<file path="src/rtl/tai_pkg.sv">
// Shared types, constants and lookup-table functions for the turret aim interpolator
package tai_pkg;

   // field widths
   localparam int CAM_W   = 16;
   localparam int POS_W   = 24;
   localparam int RATE_W  = 10;
   localparam int GAIN_W  = 16;
   localparam int ANGLE_W = 16;
   localparam int SPEED_W = 23;
   localparam int DRIVE_W = 10;
   localparam int MODE_W  = 2;

   // stream word layout
   localparam int REQ_DATA_W = 72;
   localparam int RSP_DATA_W = 56;
   localparam int RSP_USED_W = DRIVE_W + ANGLE_W + SPEED_W;

   // pitch table: ascending ty points, angle and speed at each point (Q.8)
   localparam int TABLE_POINTS = 4;
   localparam int SEG_W        = 3;
   localparam int DTY_W        = 13;
   localparam int TGT_W        = 25;
   localparam int DIFF_W       = 21;
   localparam int DIV_W        = 14;

   localparam logic signed [CAM_W-1:0] TY_PTS [TABLE_POINTS] =
      '{-16'sd6267, -16'sd4618, -16'sd2148, 16'sd4045};
   localparam logic signed [TGT_W-1:0] ANGLE_PTS [TABLE_POINTS] =
      '{25'sd6523, 25'sd4815, 25'sd4078, 25'sd2683};
   localparam logic signed [TGT_W-1:0] SPEED_PTS [TABLE_POINTS] =
      '{25'sd4746752, 25'sd4174080, 25'sd3323904, 25'sd2816000};

   // floor(2^RECIP_SHIFT / (2*span)) for each segment
   localparam int RECIP_W     = 23;
   localparam int RECIP_SHIFT = 34;
   localparam logic [RECIP_W-1:0] SEG_RECIP [TABLE_POINTS-1] =
      '{23'd5209178, 23'd3477706, 23'd1387039};

   localparam int MAG_W  = 34;
   localparam int QEST_W = 23;
   localparam int Q_W    = 24;

   // shared multiplier
   localparam int MUL_A_W = 35;
   localparam int MUL_B_W = 24;
   localparam int PROD_W  = MUL_A_W + MUL_B_W;

   // smoothing
   localparam int SMOOTH_DEPTH = 4;
   localparam int SMOOTH_SHIFT = 2;
   localparam logic [15:0]        SPEED_SCALE = 16'd62259;
   localparam logic [SPEED_W-1:0] SPEED_MAX   = 23'd8388607;

   // front-to-back queue, depth a power of two
   localparam int QUEUE_DEPTH = 2;
   localparam int QPTR_W      = 1;
   localparam int QCNT_W      = 2;

   localparam logic [MODE_W-1:0] MODE_FRAME = 2'd0;
   localparam logic [MODE_W-1:0] MODE_ANGLE = 2'd1;
   localparam logic [MODE_W-1:0] MODE_SPEED = 2'd2;

   typedef struct packed {
      logic [MODE_W-1:0]        mode;
      logic signed [POS_W-1:0]  operand;
      logic                     use_track;
      logic                     yaw;
      logic                     pitch;
      logic signed [RATE_W-1:0] rate;
      logic [SEG_W-1:0]         seg;
      logic [DTY_W-1:0]         dty;
   } item_type;

   typedef struct packed {
      logic [GAIN_W-1:0]         gain_track;
      logic [GAIN_W-1:0]         gain_home;
      logic signed [ANGLE_W-1:0] angle_min;
      logic signed [ANGLE_W-1:0] angle_max;
   } cfg_type;

   typedef struct packed {
      logic signed [DRIVE_W-1:0] drive;
      logic                      rot_valid;
      logic signed [ANGLE_W-1:0] angle;
      logic [SPEED_W-1:0]        speed;
   } result_type;

   function automatic logic signed [TGT_W-1:0] point_val(input logic tbl,
                                                         input logic [SEG_W-1:0] idx);
      logic signed [TGT_W-1:0] v;
      v = '0;
      for (int i = 0; i < TABLE_POINTS; i++) begin
         if (idx == SEG_W'(i)) v = tbl ? SPEED_PTS[i] : ANGLE_PTS[i];
      end
      return v;
   endfunction

   function automatic logic signed [DIFF_W-1:0] seg_diff(input logic tbl,
                                                         input logic [SEG_W-1:0] seg);
      logic signed [DIFF_W-1:0] v;
      v = '0;
      for (int i = 1; i < TABLE_POINTS; i++) begin
         if (seg == SEG_W'(i)) begin
            v = tbl ? DIFF_W'(SPEED_PTS[i] - SPEED_PTS[i-1])
                    : DIFF_W'(ANGLE_PTS[i] - ANGLE_PTS[i-1]);
         end
      end
      return v;
   endfunction

   // twice the ty span of a segment
   function automatic logic [DIV_W-1:0] seg_div2(input logic [SEG_W-1:0] seg);
      logic [DIV_W-1:0] v;
      v = '0;
      for (int i = 1; i < TABLE_POINTS; i++) begin
         if (seg == SEG_W'(i)) v = DIV_W'((CAM_W + 1)'(TY_PTS[i]) - (CAM_W + 1)'(TY_PTS[i-1])) << 1;
      end
      return v;
   endfunction

   function automatic logic [RECIP_W-1:0] seg_recip(input logic [SEG_W-1:0] seg);
      logic [RECIP_W-1:0] v;
      v = '0;
      for (int i = 1; i < TABLE_POINTS; i++) begin
         if (seg == SEG_W'(i)) v = SEG_RECIP[i-1];
      end
      return v;
   endfunction

endpackage

</file>
<file path="src/rtl/tai_front.sv">
// Input side: unpack request words, pick the drive operand and find the ty segment
module tai_front import tai_pkg::*; (
   input  logic                  req_tvalid,
   output logic                  req_tready,
   input  logic [REQ_DATA_W-1:0] req_tdata,
   input  logic [MODE_W-1:0]     req_tuser,
   input  logic                  queue_full,
   output logic                  push,
   output item_type              push_item
);

   logic signed [CAM_W-1:0]  tx;
   logic signed [CAM_W-1:0]  ty;
   logic                     seen;
   logic signed [POS_W-1:0]  pos;
   logic [SEG_W-1:0]         seg;
   logic [DTY_W-1:0]         dty;

   assign tx   = req_tdata[15:0];
   assign ty   = req_tdata[31:16];
   assign seen = req_tdata[32];
   assign pos  = req_tdata[56:33];

   assign req_tready = !queue_full;
   assign push       = req_tvalid && !queue_full;

   // segment is the first point above ty, TABLE_POINTS when beyond the last
   always_comb begin
      seg = SEG_W'(TABLE_POINTS);
      for (int i = TABLE_POINTS - 1; i >= 0; i--) begin
         if (ty < TY_PTS[i]) seg = SEG_W'(i);
      end
      dty = '0;
      for (int i = 1; i < TABLE_POINTS; i++) begin
         if (seg == SEG_W'(i)) dty = DTY_W'(ty - TY_PTS[i-1]);
      end
   end

   always_comb begin
      push_item.mode      = req_tuser;
      push_item.operand   = seen ? POS_W'(tx) : pos;
      push_item.use_track = seen;
      push_item.yaw       = req_tdata[57];
      push_item.pitch     = req_tdata[58];
      push_item.rate      = req_tdata[68:59];
      push_item.seg       = seg;
      push_item.dty       = dty;
   end

endmodule

</file>
<file path="src/rtl/tai_queue.sv">
// Short queue of classified items between the front and back ends
module tai_queue import tai_pkg::*; (
   input  logic     clock,
   input  logic     reset,
   input  logic     push,
   input  item_type push_item,
   output logic     full,
   input  logic     pop,
   output logic     empty,
   output item_type head
);

   item_type            slot_ff [QUEUE_DEPTH];
   logic [QPTR_W-1:0]   wr_ff, wr_in;
   logic [QPTR_W-1:0]   rd_ff, rd_in;
   logic [QCNT_W-1:0]   cnt_ff, cnt_in;

   assign full  = (cnt_ff == QCNT_W'(QUEUE_DEPTH));
   assign empty = (cnt_ff == '0);
   assign head  = slot_ff[rd_ff];

   always_comb begin
      wr_in  = push ? wr_ff + 1'b1 : wr_ff;
      rd_in  = pop ? rd_ff + 1'b1 : rd_ff;
      cnt_in = cnt_ff;
      case ({push, pop})
         2'b10:   cnt_in = cnt_ff + 1'b1;
         2'b01:   cnt_in = cnt_ff - 1'b1;
         default: cnt_in = cnt_ff;
      endcase
   end

   always_ff @(posedge clock) begin
      if (reset) begin
         wr_ff  <= '0;
         rd_ff  <= '0;
         cnt_ff <= '0;
      end else begin
         wr_ff  <= wr_in;
         rd_ff  <= rd_in;
         cnt_ff <= cnt_in;
      end
   end

   always_ff @(posedge clock) begin
      if (push) slot_ff[wr_ff] <= push_item;
   end

endmodule

</file>
<file path="src/rtl/tai_back.sv">
// Execution side: sequencer around one shared multiplier, state update and result register
module tai_back import tai_pkg::*; (
   input  logic       clock,
   input  logic       reset,
   input  cfg_type    cfg,
   input  logic       q_empty,
   input  item_type   q_head,
   output logic       q_pop,
   output logic       rsp_tvalid,
   input  logic       rsp_tready,
   output result_type rsp_word
);

   localparam logic [3:0] ST_IDLE  = 4'd0;
   localparam logic [3:0] ST_DRV   = 4'd1;
   localparam logic [3:0] ST_DRVC  = 4'd2;
   localparam logic [3:0] ST_LKN   = 4'd3;
   localparam logic [3:0] ST_LKQ   = 4'd4;
   localparam logic [3:0] ST_LKM   = 4'd5;
   localparam logic [3:0] ST_LKE   = 4'd6;
   localparam logic [3:0] ST_LKC   = 4'd7;
   localparam logic [3:0] ST_LKA   = 4'd8;
   localparam logic [3:0] ST_SMA   = 4'd9;
   localparam logic [3:0] ST_SMS   = 4'd10;
   localparam logic [3:0] ST_SMW   = 4'd11;
   localparam logic [3:0] ST_NUDGE = 4'd12;
   localparam logic [3:0] ST_DONE  = 4'd13;

   localparam int SS_W  = 27;
   localparam int SA_W  = 28;
   localparam int NA_W  = 18;
   localparam int NS_W  = 25;
   localparam int SPD_SHIFT = 16 + SMOOTH_SHIFT;

   localparam logic signed [PROD_W:0]   DRV_HALF = (PROD_W + 1)'(1) <<< (GAIN_W - 1);
   localparam logic signed [PROD_W:0]   DRV_HI   = (PROD_W + 1)'(256);
   localparam logic signed [PROD_W:0]   DRV_LO   = -(PROD_W + 1)'(256);
   localparam logic signed [PROD_W-1:0] SPD_HALF = PROD_W'(1) <<< (SPD_SHIFT - 1);
   localparam logic signed [PROD_W-1:0] SPD_TOP  = PROD_W'(SPEED_MAX);
   localparam logic signed [SA_W-1:0]   ANG_HI   = SA_W'(32767);
   localparam logic signed [SA_W-1:0]   ANG_LO   = -SA_W'(32768);
   localparam logic signed [NS_W-1:0]   NS_TOP   = NS_W'(SPEED_MAX);

   logic [3:0]                 state_ff, state_in;
   item_type                   item_ff, item_in;
   logic                       tbl_ff, tbl_in;
   logic signed [PROD_W-1:0]   prod_ff, prod_in;
   logic [MAG_W-1:0]           mag_ff, mag_in;
   logic                       neg_ff, neg_in;
   logic [QEST_W-1:0]          qest_ff, qest_in;
   logic [Q_W-1:0]             q_ff, q_in;
   logic                       rnz_ff, rnz_in;
   logic signed [TGT_W-1:0]    ta_ff, ta_in;
   logic signed [TGT_W-1:0]    ts_ff, ts_in;
   logic signed [SS_W-1:0]     ss_ff, ss_in;
   logic signed [DRIVE_W-1:0]  drive_ff, drive_in;
   logic                       dvalid_ff, dvalid_in;
   logic signed [ANGLE_W-1:0]  angle_ff, angle_in;
   logic [SPEED_W-1:0]         speed_ff, speed_in;
   logic                       rsp_valid_ff, rsp_valid_in;
   result_type                 rsp_word_ff, rsp_word_in;

   logic signed [MUL_A_W-1:0]  mul_a;
   logic signed [MUL_B_W-1:0]  mul_b;
   logic [GAIN_W-1:0]          gain;
   logic [DIV_W-1:0]           div2;
   logic signed [PROD_W:0]     drv_t;
   logic signed [PROD_W:0]     num;
   logic [MAG_W-1:0]           rem;
   logic [MAG_W-1:0]           rem_fix;
   logic                       rem_ge;
   logic signed [TGT_W-1:0]    qs;
   logic signed [TGT_W-1:0]    tgt;
   logic signed [SA_W-1:0]     sa;
   logic signed [PROD_W-1:0]   sp;
   logic signed [NA_W-1:0]     na;
   logic signed [NS_W-1:0]     ns;

   assign gain    = item_ff.use_track ? cfg.gain_track : cfg.gain_home;
   assign div2    = seg_div2(item_ff.seg);
   assign prod_in = mul_a * mul_b;

   assign q_pop      = (state_ff == ST_IDLE) && !q_empty;
   assign rsp_tvalid = rsp_valid_ff;
   assign rsp_word   = rsp_word_ff;

   always_comb begin
      state_in     = state_ff;
      item_in      = item_ff;
      tbl_in       = tbl_ff;
      mag_in       = mag_ff;
      neg_in       = neg_ff;
      qest_in      = qest_ff;
      q_in         = q_ff;
      rnz_in       = rnz_ff;
      ta_in        = ta_ff;
      ts_in        = ts_ff;
      ss_in        = ss_ff;
      drive_in     = drive_ff;
      dvalid_in    = dvalid_ff;
      angle_in     = angle_ff;
      speed_in     = speed_ff;
      rsp_valid_in = rsp_valid_ff && !rsp_tready;
      rsp_word_in  = rsp_word_ff;
      mul_a        = '0;
      mul_b        = '0;
      drv_t        = '0;
      num          = '0;
      rem          = '0;
      rem_fix      = '0;
      rem_ge       = 1'b0;
      qs           = '0;
      tgt          = '0;
      sa           = '0;
      sp           = '0;
      na           = '0;
      ns           = '0;

      case (state_ff)
         ST_IDLE: begin
            if (!q_empty) begin
               item_in   = q_head;
               tbl_in    = 1'b0;
               drive_in  = '0;
               dvalid_in = 1'b0;
               if (q_head.mode == MODE_FRAME) begin
                  if (q_head.yaw)        state_in = ST_DRV;
                  else if (q_head.pitch) state_in = ST_LKN;
                  else                   state_in = ST_DONE;
               end else begin
                  state_in = ST_NUDGE;
               end
            end
         end

         ST_DRV: begin
            mul_a    = MUL_A_W'($signed({1'b0, gain}));
            mul_b    = MUL_B_W'($signed(item_ff.operand));
            state_in = ST_DRVC;
         end

         ST_DRVC: begin
            // round -gain*x / 2^16, halves up, then clamp to one
            drv_t = DRV_HALF - (PROD_W + 1)'(prod_ff);
            drv_t = drv_t >>> GAIN_W;
            if (drv_t > DRV_HI)      drive_in = DRIVE_W'(DRV_HI);
            else if (drv_t < DRV_LO) drive_in = DRIVE_W'(DRV_LO);
            else                     drive_in = DRIVE_W'(drv_t);
            dvalid_in = 1'b1;
            state_in  = item_ff.pitch ? ST_LKN : ST_DONE;
         end

         ST_LKN: begin
            if (item_ff.seg == '0 || item_ff.seg == SEG_W'(TABLE_POINTS)) begin
               // flat beyond either end
               tgt = (item_ff.seg == '0) ? point_val(tbl_ff, '0)
                                          : point_val(tbl_ff, SEG_W'(TABLE_POINTS - 1));
               if (tbl_ff) ts_in = tgt;
               else        ta_in = tgt;
               tbl_in   = 1'b1;
               state_in = tbl_ff ? ST_SMA : ST_LKN;
            end else begin
               mul_a    = MUL_A_W'(seg_diff(tbl_ff, item_ff.seg));
               mul_b    = MUL_B_W'($signed({1'b0, item_ff.dty}));
               state_in = ST_LKQ;
            end
         end

         ST_LKQ: begin
            // numerator 2n + span; divide its magnitude by 2*span
            num = ((PROD_W + 1)'(prod_ff) <<< 1)
                + (PROD_W + 1)'($signed({1'b0, div2[DIV_W-1:1]}));
            neg_in   = num[PROD_W];
            mag_in   = num[PROD_W] ? MAG_W'(-num) : MAG_W'(num);
            state_in = ST_LKM;
         end

         ST_LKM: begin
            mul_a    = $signed({1'b0, mag_ff});
            mul_b    = $signed({1'b0, seg_recip(item_ff.seg)});
            state_in = ST_LKE;
         end

         ST_LKE: begin
            qest_in  = prod_ff[RECIP_SHIFT +: QEST_W];
            mul_a    = MUL_A_W'($signed({1'b0, prod_ff[RECIP_SHIFT +: QEST_W]}));
            mul_b    = MUL_B_W'($signed({1'b0, div2}));
            state_in = ST_LKC;
         end

         ST_LKC: begin
            // estimate is low by at most one
            rem     = mag_ff - prod_ff[MAG_W-1:0];
            rem_ge  = (rem >= MAG_W'(div2));
            rem_fix = rem_ge ? rem - MAG_W'(div2) : rem;
            q_in    = Q_W'(qest_ff) + Q_W'(rem_ge);
            rnz_in  = |rem_fix;
            state_in = ST_LKA;
         end

         ST_LKA: begin
            // floor of a negative quotient rounds the magnitude up
            qs  = neg_ff ? -(TGT_W'(q_ff) + TGT_W'(rnz_ff)) : TGT_W'(q_ff);
            tgt = point_val(tbl_ff, item_ff.seg - SEG_W'(1)) + qs;
            if (tbl_ff) ts_in = tgt;
            else        ta_in = tgt;
            tbl_in   = 1'b1;
            state_in = tbl_ff ? ST_SMA : ST_LKN;
         end

         ST_SMA: begin
            sa = SA_W'(angle_ff) * SA_W'(SMOOTH_DEPTH - 1) + SA_W'(ta_ff);
            sa = (sa + SA_W'(SMOOTH_DEPTH / 2)) >>> SMOOTH_SHIFT;
            if (sa > ANG_HI)      angle_in = ANGLE_W'(ANG_HI);
            else if (sa < ANG_LO) angle_in = ANGLE_W'(ANG_LO);
            else                  angle_in = ANGLE_W'(sa);
            ss_in = SS_W'($signed({1'b0, speed_ff})) * SS_W'(SMOOTH_DEPTH - 1)
                  + SS_W'(ts_ff);
            state_in = ST_SMS;
         end

         ST_SMS: begin
            mul_a    = MUL_A_W'(ss_ff);
            mul_b    = MUL_B_W'($signed({1'b0, SPEED_SCALE}));
            state_in = ST_SMW;
         end

         ST_SMW: begin
            sp = (prod_ff + SPD_HALF) >>> SPD_SHIFT;
            if (sp < 0)            speed_in = '0;
            else if (sp > SPD_TOP) speed_in = SPEED_MAX;
            else                   speed_in = SPEED_W'(sp);
            state_in = ST_DONE;
         end

         ST_NUDGE: begin
            case (item_ff.mode)
               MODE_ANGLE: begin
                  // upper limit first so that the lower one wins when crossed
                  na = NA_W'(angle_ff) + (NA_W'(item_ff.rate) <<< 1);
                  if (na > NA_W'(cfg.angle_max)) na = NA_W'(cfg.angle_max);
                  if (na < NA_W'(cfg.angle_min)) na = NA_W'(cfg.angle_min);
                  angle_in = ANGLE_W'(na);
               end
               MODE_SPEED: begin
                  ns = NS_W'($signed({1'b0, speed_ff})) + NS_W'(item_ff.rate) * NS_W'(100);
                  if (ns < 0)           speed_in = '0;
                  else if (ns > NS_TOP) speed_in = SPEED_MAX;
                  else                  speed_in = SPEED_W'(ns);
               end
               default: begin
               end
            endcase
            state_in = ST_DONE;
         end

         ST_DONE: begin
            // hold until the output register is free
            if (!rsp_valid_ff || rsp_tready) begin
               rsp_valid_in          = 1'b1;
               rsp_word_in.drive     = drive_ff;
               rsp_word_in.rot_valid = dvalid_ff;
               rsp_word_in.angle     = angle_ff;
               rsp_word_in.speed     = speed_ff;
               state_in              = ST_IDLE;
            end
         end

         default: state_in = ST_IDLE;
      endcase
   end

   always_ff @(posedge clock) begin
      if (reset) begin
         state_ff     <= ST_IDLE;
         rsp_valid_ff <= 1'b0;
         angle_ff     <= '0;
         speed_ff     <= '0;
      end else begin
         state_ff     <= state_in;
         rsp_valid_ff <= rsp_valid_in;
         angle_ff     <= angle_in;
         speed_ff     <= speed_in;
      end
   end

   always_ff @(posedge clock) begin
      item_ff     <= item_in;
      tbl_ff      <= tbl_in;
      prod_ff     <= prod_in;
      mag_ff      <= mag_in;
      neg_ff      <= neg_in;
      qest_ff     <= qest_in;
      q_ff        <= q_in;
      rnz_ff      <= rnz_in;
      ta_ff       <= ta_in;
      ts_ff       <= ts_in;
      ss_ff       <= ss_in;
      drive_ff    <= drive_in;
      dvalid_ff   <= dvalid_in;
      rsp_word_ff <= rsp_word_in;
   end

endmodule

</file>
<file path="src/rtl/turret_aim_interpolator_top.sv">
// Top level of the turret aim interpolator: register port, front end, queue and back end
//
// Request stream (req_*): one word per camera frame or operator nudge; tuser carries
// the mode (frame, angle nudge, speed nudge). Response stream (rsp_*): exactly one
// word per request, in order, with the turret drive, the smoothed shooter angle and
// the smoothed shooter speed after that request.
// Requests are classified on entry (drive operand, ty segment) and wait in a
// two-entry queue; the back end works on one at a time through a single shared
// 35x24 multiplier, one product per cycle.
// A nudge passes through the NUDGE and DONE states. A frame with drive and table update
// passes through DRV and DRVC, then a table lookup for angle and one for speed (each
// LKN, LKQ, LKM, LKE, LKC and LKA on an interior segment, LKN alone at a flat end),
// then SMA, SMS, SMW and DONE. The back end starts the next request only after the last one's response is registered.
// A stalled response holds in the output register while the back end completes the
// next word; req_tready falls whenever the queue is full.
// Reset (synchronous, active high) zeroes angle and speed, empties the queue, drops
// rsp_tvalid and loads the register defaults. Registers sit at byte offsets 0, 4, 8
// and 12: track gain, home gain, angle minimum, angle maximum; write them only idle.
module turret_aim_interpolator_top import tai_pkg::*; (
   input  logic                  clock,
   input  logic                  reset,
   input  logic                  req_tvalid,
   output logic                  req_tready,
   // offset_x, offset_y, target_seen, turret_position, yaw_enable,
   // pitch_enable, nudge_rate, zero pad
   input  logic [REQ_DATA_W-1:0] req_tdata,
   // mode
   input  logic [MODE_W-1:0]     req_tuser,
   output logic                  rsp_tvalid,
   input  logic                  rsp_tready,
   // rotate_drive, shooter_angle, shooter_speed, zero pad
   output logic [RSP_DATA_W-1:0] rsp_tdata,
   // rotate_valid
   output logic                  rsp_tuser,
   input  logic                  csr_psel,
   input  logic                  csr_penable,
   input  logic                  csr_pwrite,
   input  logic [3:0]            csr_paddr,
   input  logic [31:0]           csr_pwdata,
   output logic [31:0]           csr_prdata,
   output logic                  csr_pready
);

   localparam logic [1:0] REG_GAIN_TRACK = 2'd0;
   localparam logic [1:0] REG_GAIN_HOME  = 2'd1;
   localparam logic [1:0] REG_ANGLE_MIN  = 2'd2;
   localparam logic [1:0] REG_ANGLE_MAX  = 2'd3;

   cfg_type    cfg_ff, cfg_in;
   logic       cfg_wr;
   logic       push;
   item_type   push_item;
   logic       q_full;
   logic       q_empty;
   logic       q_pop;
   item_type   q_head;
   result_type rsp_word;

   assign csr_pready = 1'b1;
   assign cfg_wr     = csr_psel && csr_penable && csr_pwrite && csr_pready;

   always_comb begin
      cfg_in = cfg_ff;
      if (cfg_wr) begin
         case (csr_paddr[3:2])
            REG_GAIN_TRACK: cfg_in.gain_track = csr_pwdata[GAIN_W-1:0];
            REG_GAIN_HOME:  cfg_in.gain_home  = csr_pwdata[GAIN_W-1:0];
            REG_ANGLE_MIN:  cfg_in.angle_min  = csr_pwdata[ANGLE_W-1:0];
            REG_ANGLE_MAX:  cfg_in.angle_max  = csr_pwdata[ANGLE_W-1:0];
            default: begin
            end
         endcase
      end
   end

   always_comb begin
      case (csr_paddr[3:2])
         REG_GAIN_TRACK: csr_prdata = 32'(cfg_ff.gain_track);
         REG_GAIN_HOME:  csr_prdata = 32'(cfg_ff.gain_home);
         REG_ANGLE_MIN:  csr_prdata = 32'(cfg_ff.angle_min);
         REG_ANGLE_MAX:  csr_prdata = 32'(cfg_ff.angle_max);
         default:        csr_prdata = '0;
      endcase
   end

   always_ff @(posedge clock) begin
      if (reset) begin
         cfg_ff.gain_track <= 16'd3277;
         cfg_ff.gain_home  <= 16'd524;
         cfg_ff.angle_min  <= 16'sd0;
         cfg_ff.angle_max  <= 16'sd8192;
      end else begin
         cfg_ff <= cfg_in;
      end
   end

   tai_front u_front (
      .req_tvalid (req_tvalid),
      .req_tready (req_tready),
      .req_tdata  (req_tdata),
      .req_tuser  (req_tuser),
      .queue_full (q_full),
      .push       (push),
      .push_item  (push_item)
   );

   tai_queue u_queue (
      .clock     (clock),
      .reset     (reset),
      .push      (push),
      .push_item (push_item),
      .full      (q_full),
      .pop       (q_pop),
      .empty     (q_empty),
      .head      (q_head)
   );

   tai_back u_back (
      .clock      (clock),
      .reset      (reset),
      .cfg        (cfg_ff),
      .q_empty    (q_empty),
      .q_head     (q_head),
      .q_pop      (q_pop),
      .rsp_tvalid (rsp_tvalid),
      .rsp_tready (rsp_tready),
      .rsp_word   (rsp_word)
   );

   assign rsp_tdata = {{(RSP_DATA_W - RSP_USED_W){1'b0}},
                       rsp_word.speed, rsp_word.angle, rsp_word.drive};
   assign rsp_tuser = rsp_word.rot_valid;

endmodule

</file>
<file path="config.mk">
export PLATFORM = sky130hd
export DESIGN_NAME = turret_aim_interpolator_top
export DESIGN_NICKNAME = d
export VERILOG_FILES = /design/src/rtl/tai_pkg.sv /design/src/rtl/tai_front.sv /design/src/rtl/tai_queue.sv /design/src/rtl/tai_back.sv /design/src/rtl/turret_aim_interpolator_top.sv
export SDC_FILE = /design/constraint.sdc
export NUM_CORES = 2
export LEC_CHECK = 0
export ABC_CLOCK_PERIOD_IN_PS = 14800
export BUFFER_PORTS_ARGS = -buffer_cell sky130_fd_sc_hd__buf_4
export CAP_MARGIN = 0
export CORE_ASPECT_RATIO = 0.6
export CORE_MARGIN = 2
export CORE_UTILIZATION = 55
export CTS_CLUSTER_SIZE = 10
export DETAILED_ROUTE_END_ITERATION = 12
export PLACE_DENSITY = 0.72
export SYNTH_ARGS = -nofsm -noshare
export SYNTH_HDL_FRONTEND = slang
export SYNTH_SLANG_ARGS = --single-unit
</file>
<file path="constraint.sdc">
create_clock -name clock -period 14.8 [get_ports clock]
set_input_delay 2.96 -clock clock [delete_from_list [all_inputs] [get_ports clock]]
set_output_delay 2.96 -clock clock [all_outputs]
set_load 0.03 [all_outputs]
</file>
==> metrics.md <==
| Metric | Value |
|---|---|
| Length in cells of the worst reg-to-reg path | `31` |
| Yosys warning count | `0` |
| Cell leakage power | `33.4 nW` |
| First-pass iteration count of the detailed router | `6` |
| Mapped Cells | `7649` |
| Max rail drop VDD | `around 0.19 mV` |
| Via count | `58000` |
| Root Driver | `clkbuf_16` |
| Non-Filler Cell Area, Final | `0.0742 mm2` |
| Core ar. | `0.124 mm2` |
| #FFs+latches synth | `558` |
| Number of buffers created by CTS | `67` |
| # setup viols final | `0` |
| Worst slew margin | `6.43%` |
| Area leader, netlist | `fa_1` |
| DRT iter0 DRCs | `around 7900` |
| Max Cap Viol | `0` |
| Peak Freq | `0.0799 GHz` |
| Cell Area, Placed | `0.0722 mm2` |
| WS Path Type | `reg -> reg` |
| Post-CTS Resized | `0` |
| Fraction of layout cells with a size suffix above 1 | `under 10%` |
| I/O pin total | `209` |
| WL per Instance | `26.2 um` |
| Final worst path period need | `about 13 ns` |
| Global route overflow | `0` |
| Total Power | `12.7 mW` |
| CTS Hold Bufs | `0` |
| Worst hold path type | `reg -> reg` |
| Hold Vio Cnt, Final | `0` |
| Worst Setup EP | `u_back.prod_ff[56]` |
| Reg2reg end | `u_back.prod_ff[56]` |
| Crit. End Element | `flop` |
| Detail Route Antenna Nets | `0` |
| Clk buf depth | `3` |
| Syn Area/Cell | `8.99 um2` |
| Setup TNS | `0 ns` |
| First-pass GRT wire length | `363000 um` |
| Global Route Usage Sum | `about two fifths` |
| Routed WL | `248000 um` |
| CP Max Fanout | `16` |
| Fillcell total | `between 10000 and 15000` |
| CP startpoint kind | `flop` |
| Ys flop type | `edfxtp_1` |
| DR vias/cell | `6.12` |
| Max-slew violations | `0` |
| PD cells | `172 mW/mm2` |
| Vias in the first global route | `around 55000` |
| Gp weighted congestion | `a little over 1` |
| Fin crit share | `84.5%` |
| Critical Path RT | `15.39 ns` |
| Postcts setup bufs | `0` |
| Ranking of synthesized cells by area | `fa_1, edfxtp_1, ha_1` |
| DIE AREA | `0.128 mm2` |
| Synth unique cells | `114` |
| # rows | `100` |
| DRC violations left | `0` |
| RSZ-0062 raised after global routing | `false` |
| H-tree depth | `3` |
| Antenna violations before repair | `7` |
| Count of flip-flops with a built-in enable after synthesis | `386` |
| Slowest-stage cell, CP | `nor2b_1` |
| Syn-to-layout area delta | `7.91%` |
| Reg clk slew, reported paths | `0.06 ns` |
| Post-synthesis sequential area ratio | `21.9%` |
| Crit-path most repeated cell | `fa_1` |
| Worst R2R Setup Slack | `2.29 ns` |
| Layout Nets | `9217` |
| Chip Width | `460 um` |
| Hold_ws | `0.414 ns` |
| Clk sink count | `approximately 560` |
| Clk Latency, worst-skew pair | `0.68 ns` |
| CTS tree | `done` |
| Worst path arrival time | `13.10 ns` |
| Starting Density | `55.4%` |
| RR Startpoint | `u_back.item_ff[14]` |
| Slew of the pin with the lowest slew margin | `1.40 ns` |
| Synthesized area | `0.0687 mm2` |
| Max stage delay on crit path | `0.85 ns` |
| Hpwl dp | `203000 um` |
| Worst Setup SP | `u_back.item_ff[14]` |
| Buffers on Ports | `179` |
| Largest net degree at the start of global routing | `91` |
| Worst-case clock skew | `around 0.041 ns` |
| Synth top area share | `about a quarter` |
| Outcome | `complete, no violations` |
| Die Ht | `around 280 um` |
| Synth async-reset ratio | `0%` |
[logic make-up (layout without fill, tap and decap cells)]
kind of cell / Yosys count / count (layout) / synth area share (%)
adders and majority gates: 1356 / 1356 / 34.3
muxes: 145 / 145 / 2.55
other: 2 / 31 / 0.0109
xor gates and xnor gates: 377 / 377 / 4.80
DFF: 558 / 558 / 21.9
AOI/OAI and AO/OA: 1217 / 1217 / 11.6
buffers and inverters: 1630 / 1750 / 9.07
and+or+nand+nor: 2364 / 2364 / 15.8
[worst max-delay path: cells and delay by family, from the launching register on]
| kind | cells | cell delay, ns |
|---|---|---|
| DFF | 1 | 0.81 |
| and+or+nand+nor | 8 | 3.00 |
| adders and majority gates | 8 | 4.02 |
| buffers and inverters | 6 | 1.38 |
| AOI/OAI and AO/OA | 9 | 3.22 |
[Yosys cell counts, types with 23 or more instances]
master / n
ha_1: 476
o211ai_1: 32
buf_4: 23
o21a_1: 50
and3_1: 79
inv_1: 1310
clkbuf_1: 260
o21bai_1: 39
nor4_1: 37
mux2_2: 92
and2_1: 66
a22oi_1: 26
xor2_1: 111
nor3_1: 136
nand2b_1: 49
a21o_1: 97
or2_2: 34
or3_1: 50
nand4_1: 65
o31ai_1: 25
xnor2_1: 266
a211oi_1: 64
dfxtp_1: 172
nand3_1: 136
nor2b_1: 47
nand2_1: 972
o21ai_0: 207
a21oi_1: 375
o21ai_1: 24
edfxtp_1: 386
a31oi_1: 53
fa_1: 880
nand3b_1: 27
nor2_1: 579
mux2i_1: 38
[routing by layer]
metal  up-vias  track usage, %  wire, um
met5         -            1.09       206
met1     28500            60.2    107000
met3       338            19.9     47100
met4         6            7.74      5500
li1      25300               -         -
met2      3879            46.5     87900
[report_power, final]
part / internal [mW] / switching (mW) / total (mW)
logic: 2.99 / 5.59 / 8.58
registers: 2.11 / 0.434 / 2.55
clock network: 0.889 / 0.721 / 1.61
total: 5.99 / 6.74 / 12.7
[cell type report]
cell class                 instances  area [um2]  area share [%]
clock buffer                     104        1860            2.50
clock inverter                     9         144           0.194
inverter                        1317        4940            6.66
sequential                       558       15000            20.3
tap                             1683        2110            2.84
timing repair buffer             320        2400            3.24
antenna                           10        25.0          0.0337
multi-input combinational       5480       47700            64.3
[cell usage in the layout (no fill, tap or decap), types with 18 or more instances in the layout]
master	count
inv_1	1309
nand2_1	971
fa_1	880
nor2_1	572
ha_1	476
edfxtp_1	386
a21oi_1	370
buf_4	320
xnor2_1	266
o21ai_0	206
dfxtp_1	171
nand3_1	136
nor3_1	133
xor2_1	111
a21o_1	97
mux2_2	92
and3_1	78
clkbuf_16	68
and2_1	66
nand4_1	65
a211oi_1	64
a31oi_1	53
or3_1	50
o21a_1	50
nand2b_1	49
nor2b_1	46
o21bai_1	39
mux2i_1	38
nor4_1	37
or2_2	34
clkbuf_1	34
o211ai_1	32
nand3b_1	27
a22oi_1	25
o31ai_1	25
o21ai_1	24
conb_1	21
a311oi_1	18
[flip-flops by register name, indices dropped and copies added, names as in the netlist, 24 cells and up, named ones only]
signal           count
cfg_ff              64
u_back.q_ff         24
u_back.ts_ff        25
u_queue.slot_ff    110
u_back.rsp_word     50
u_back.ta_ff        25
u_back.prod_ff      59
u_back.item_ff      54
u_back.mag_ff       34
u_back.ss_ff        27
[through the flow]
step / utilization [%] / worst slack [ns] / instances
floorplan: - / 5.08 / 7668
global placement: 58.2 / 3.14 / 9358
detailed placement: 58.2 / 3.07 / 9358
CTS: 59.8 / 3.01 / 9471
global route: 59.8 / 2.10 / 9471
finish: 59.8 / 2.29 / 9481
[how the worst min path moves through the flow]
stage / from / endpoint / slack [ns] / cells past startpoint
5_1_grt: u_back.drive_ff[5] / u_back.rsp_word[45] / 0.43 / 0
4_1_cts: u_back.drive_ff[8] / u_back.rsp_word[48] / 0.42 / 0
2_1_floorplan: u_back.dvalid_ff / u_back.rsp_word[39] / 0.40 / 0
6_report: u_back.drive_ff[8] / u_back.rsp_word[48] / 0.41 / 0
3_3_place_gp: u_back.drive_ff[8] / u_back.rsp_word[48] / 0.41 / 0
3_5_place_dp: u_back.drive_ff[3] / u_back.rsp_word[43] / 0.40 / 0
No activity file was read; power rests on OpenSTA's default activity.
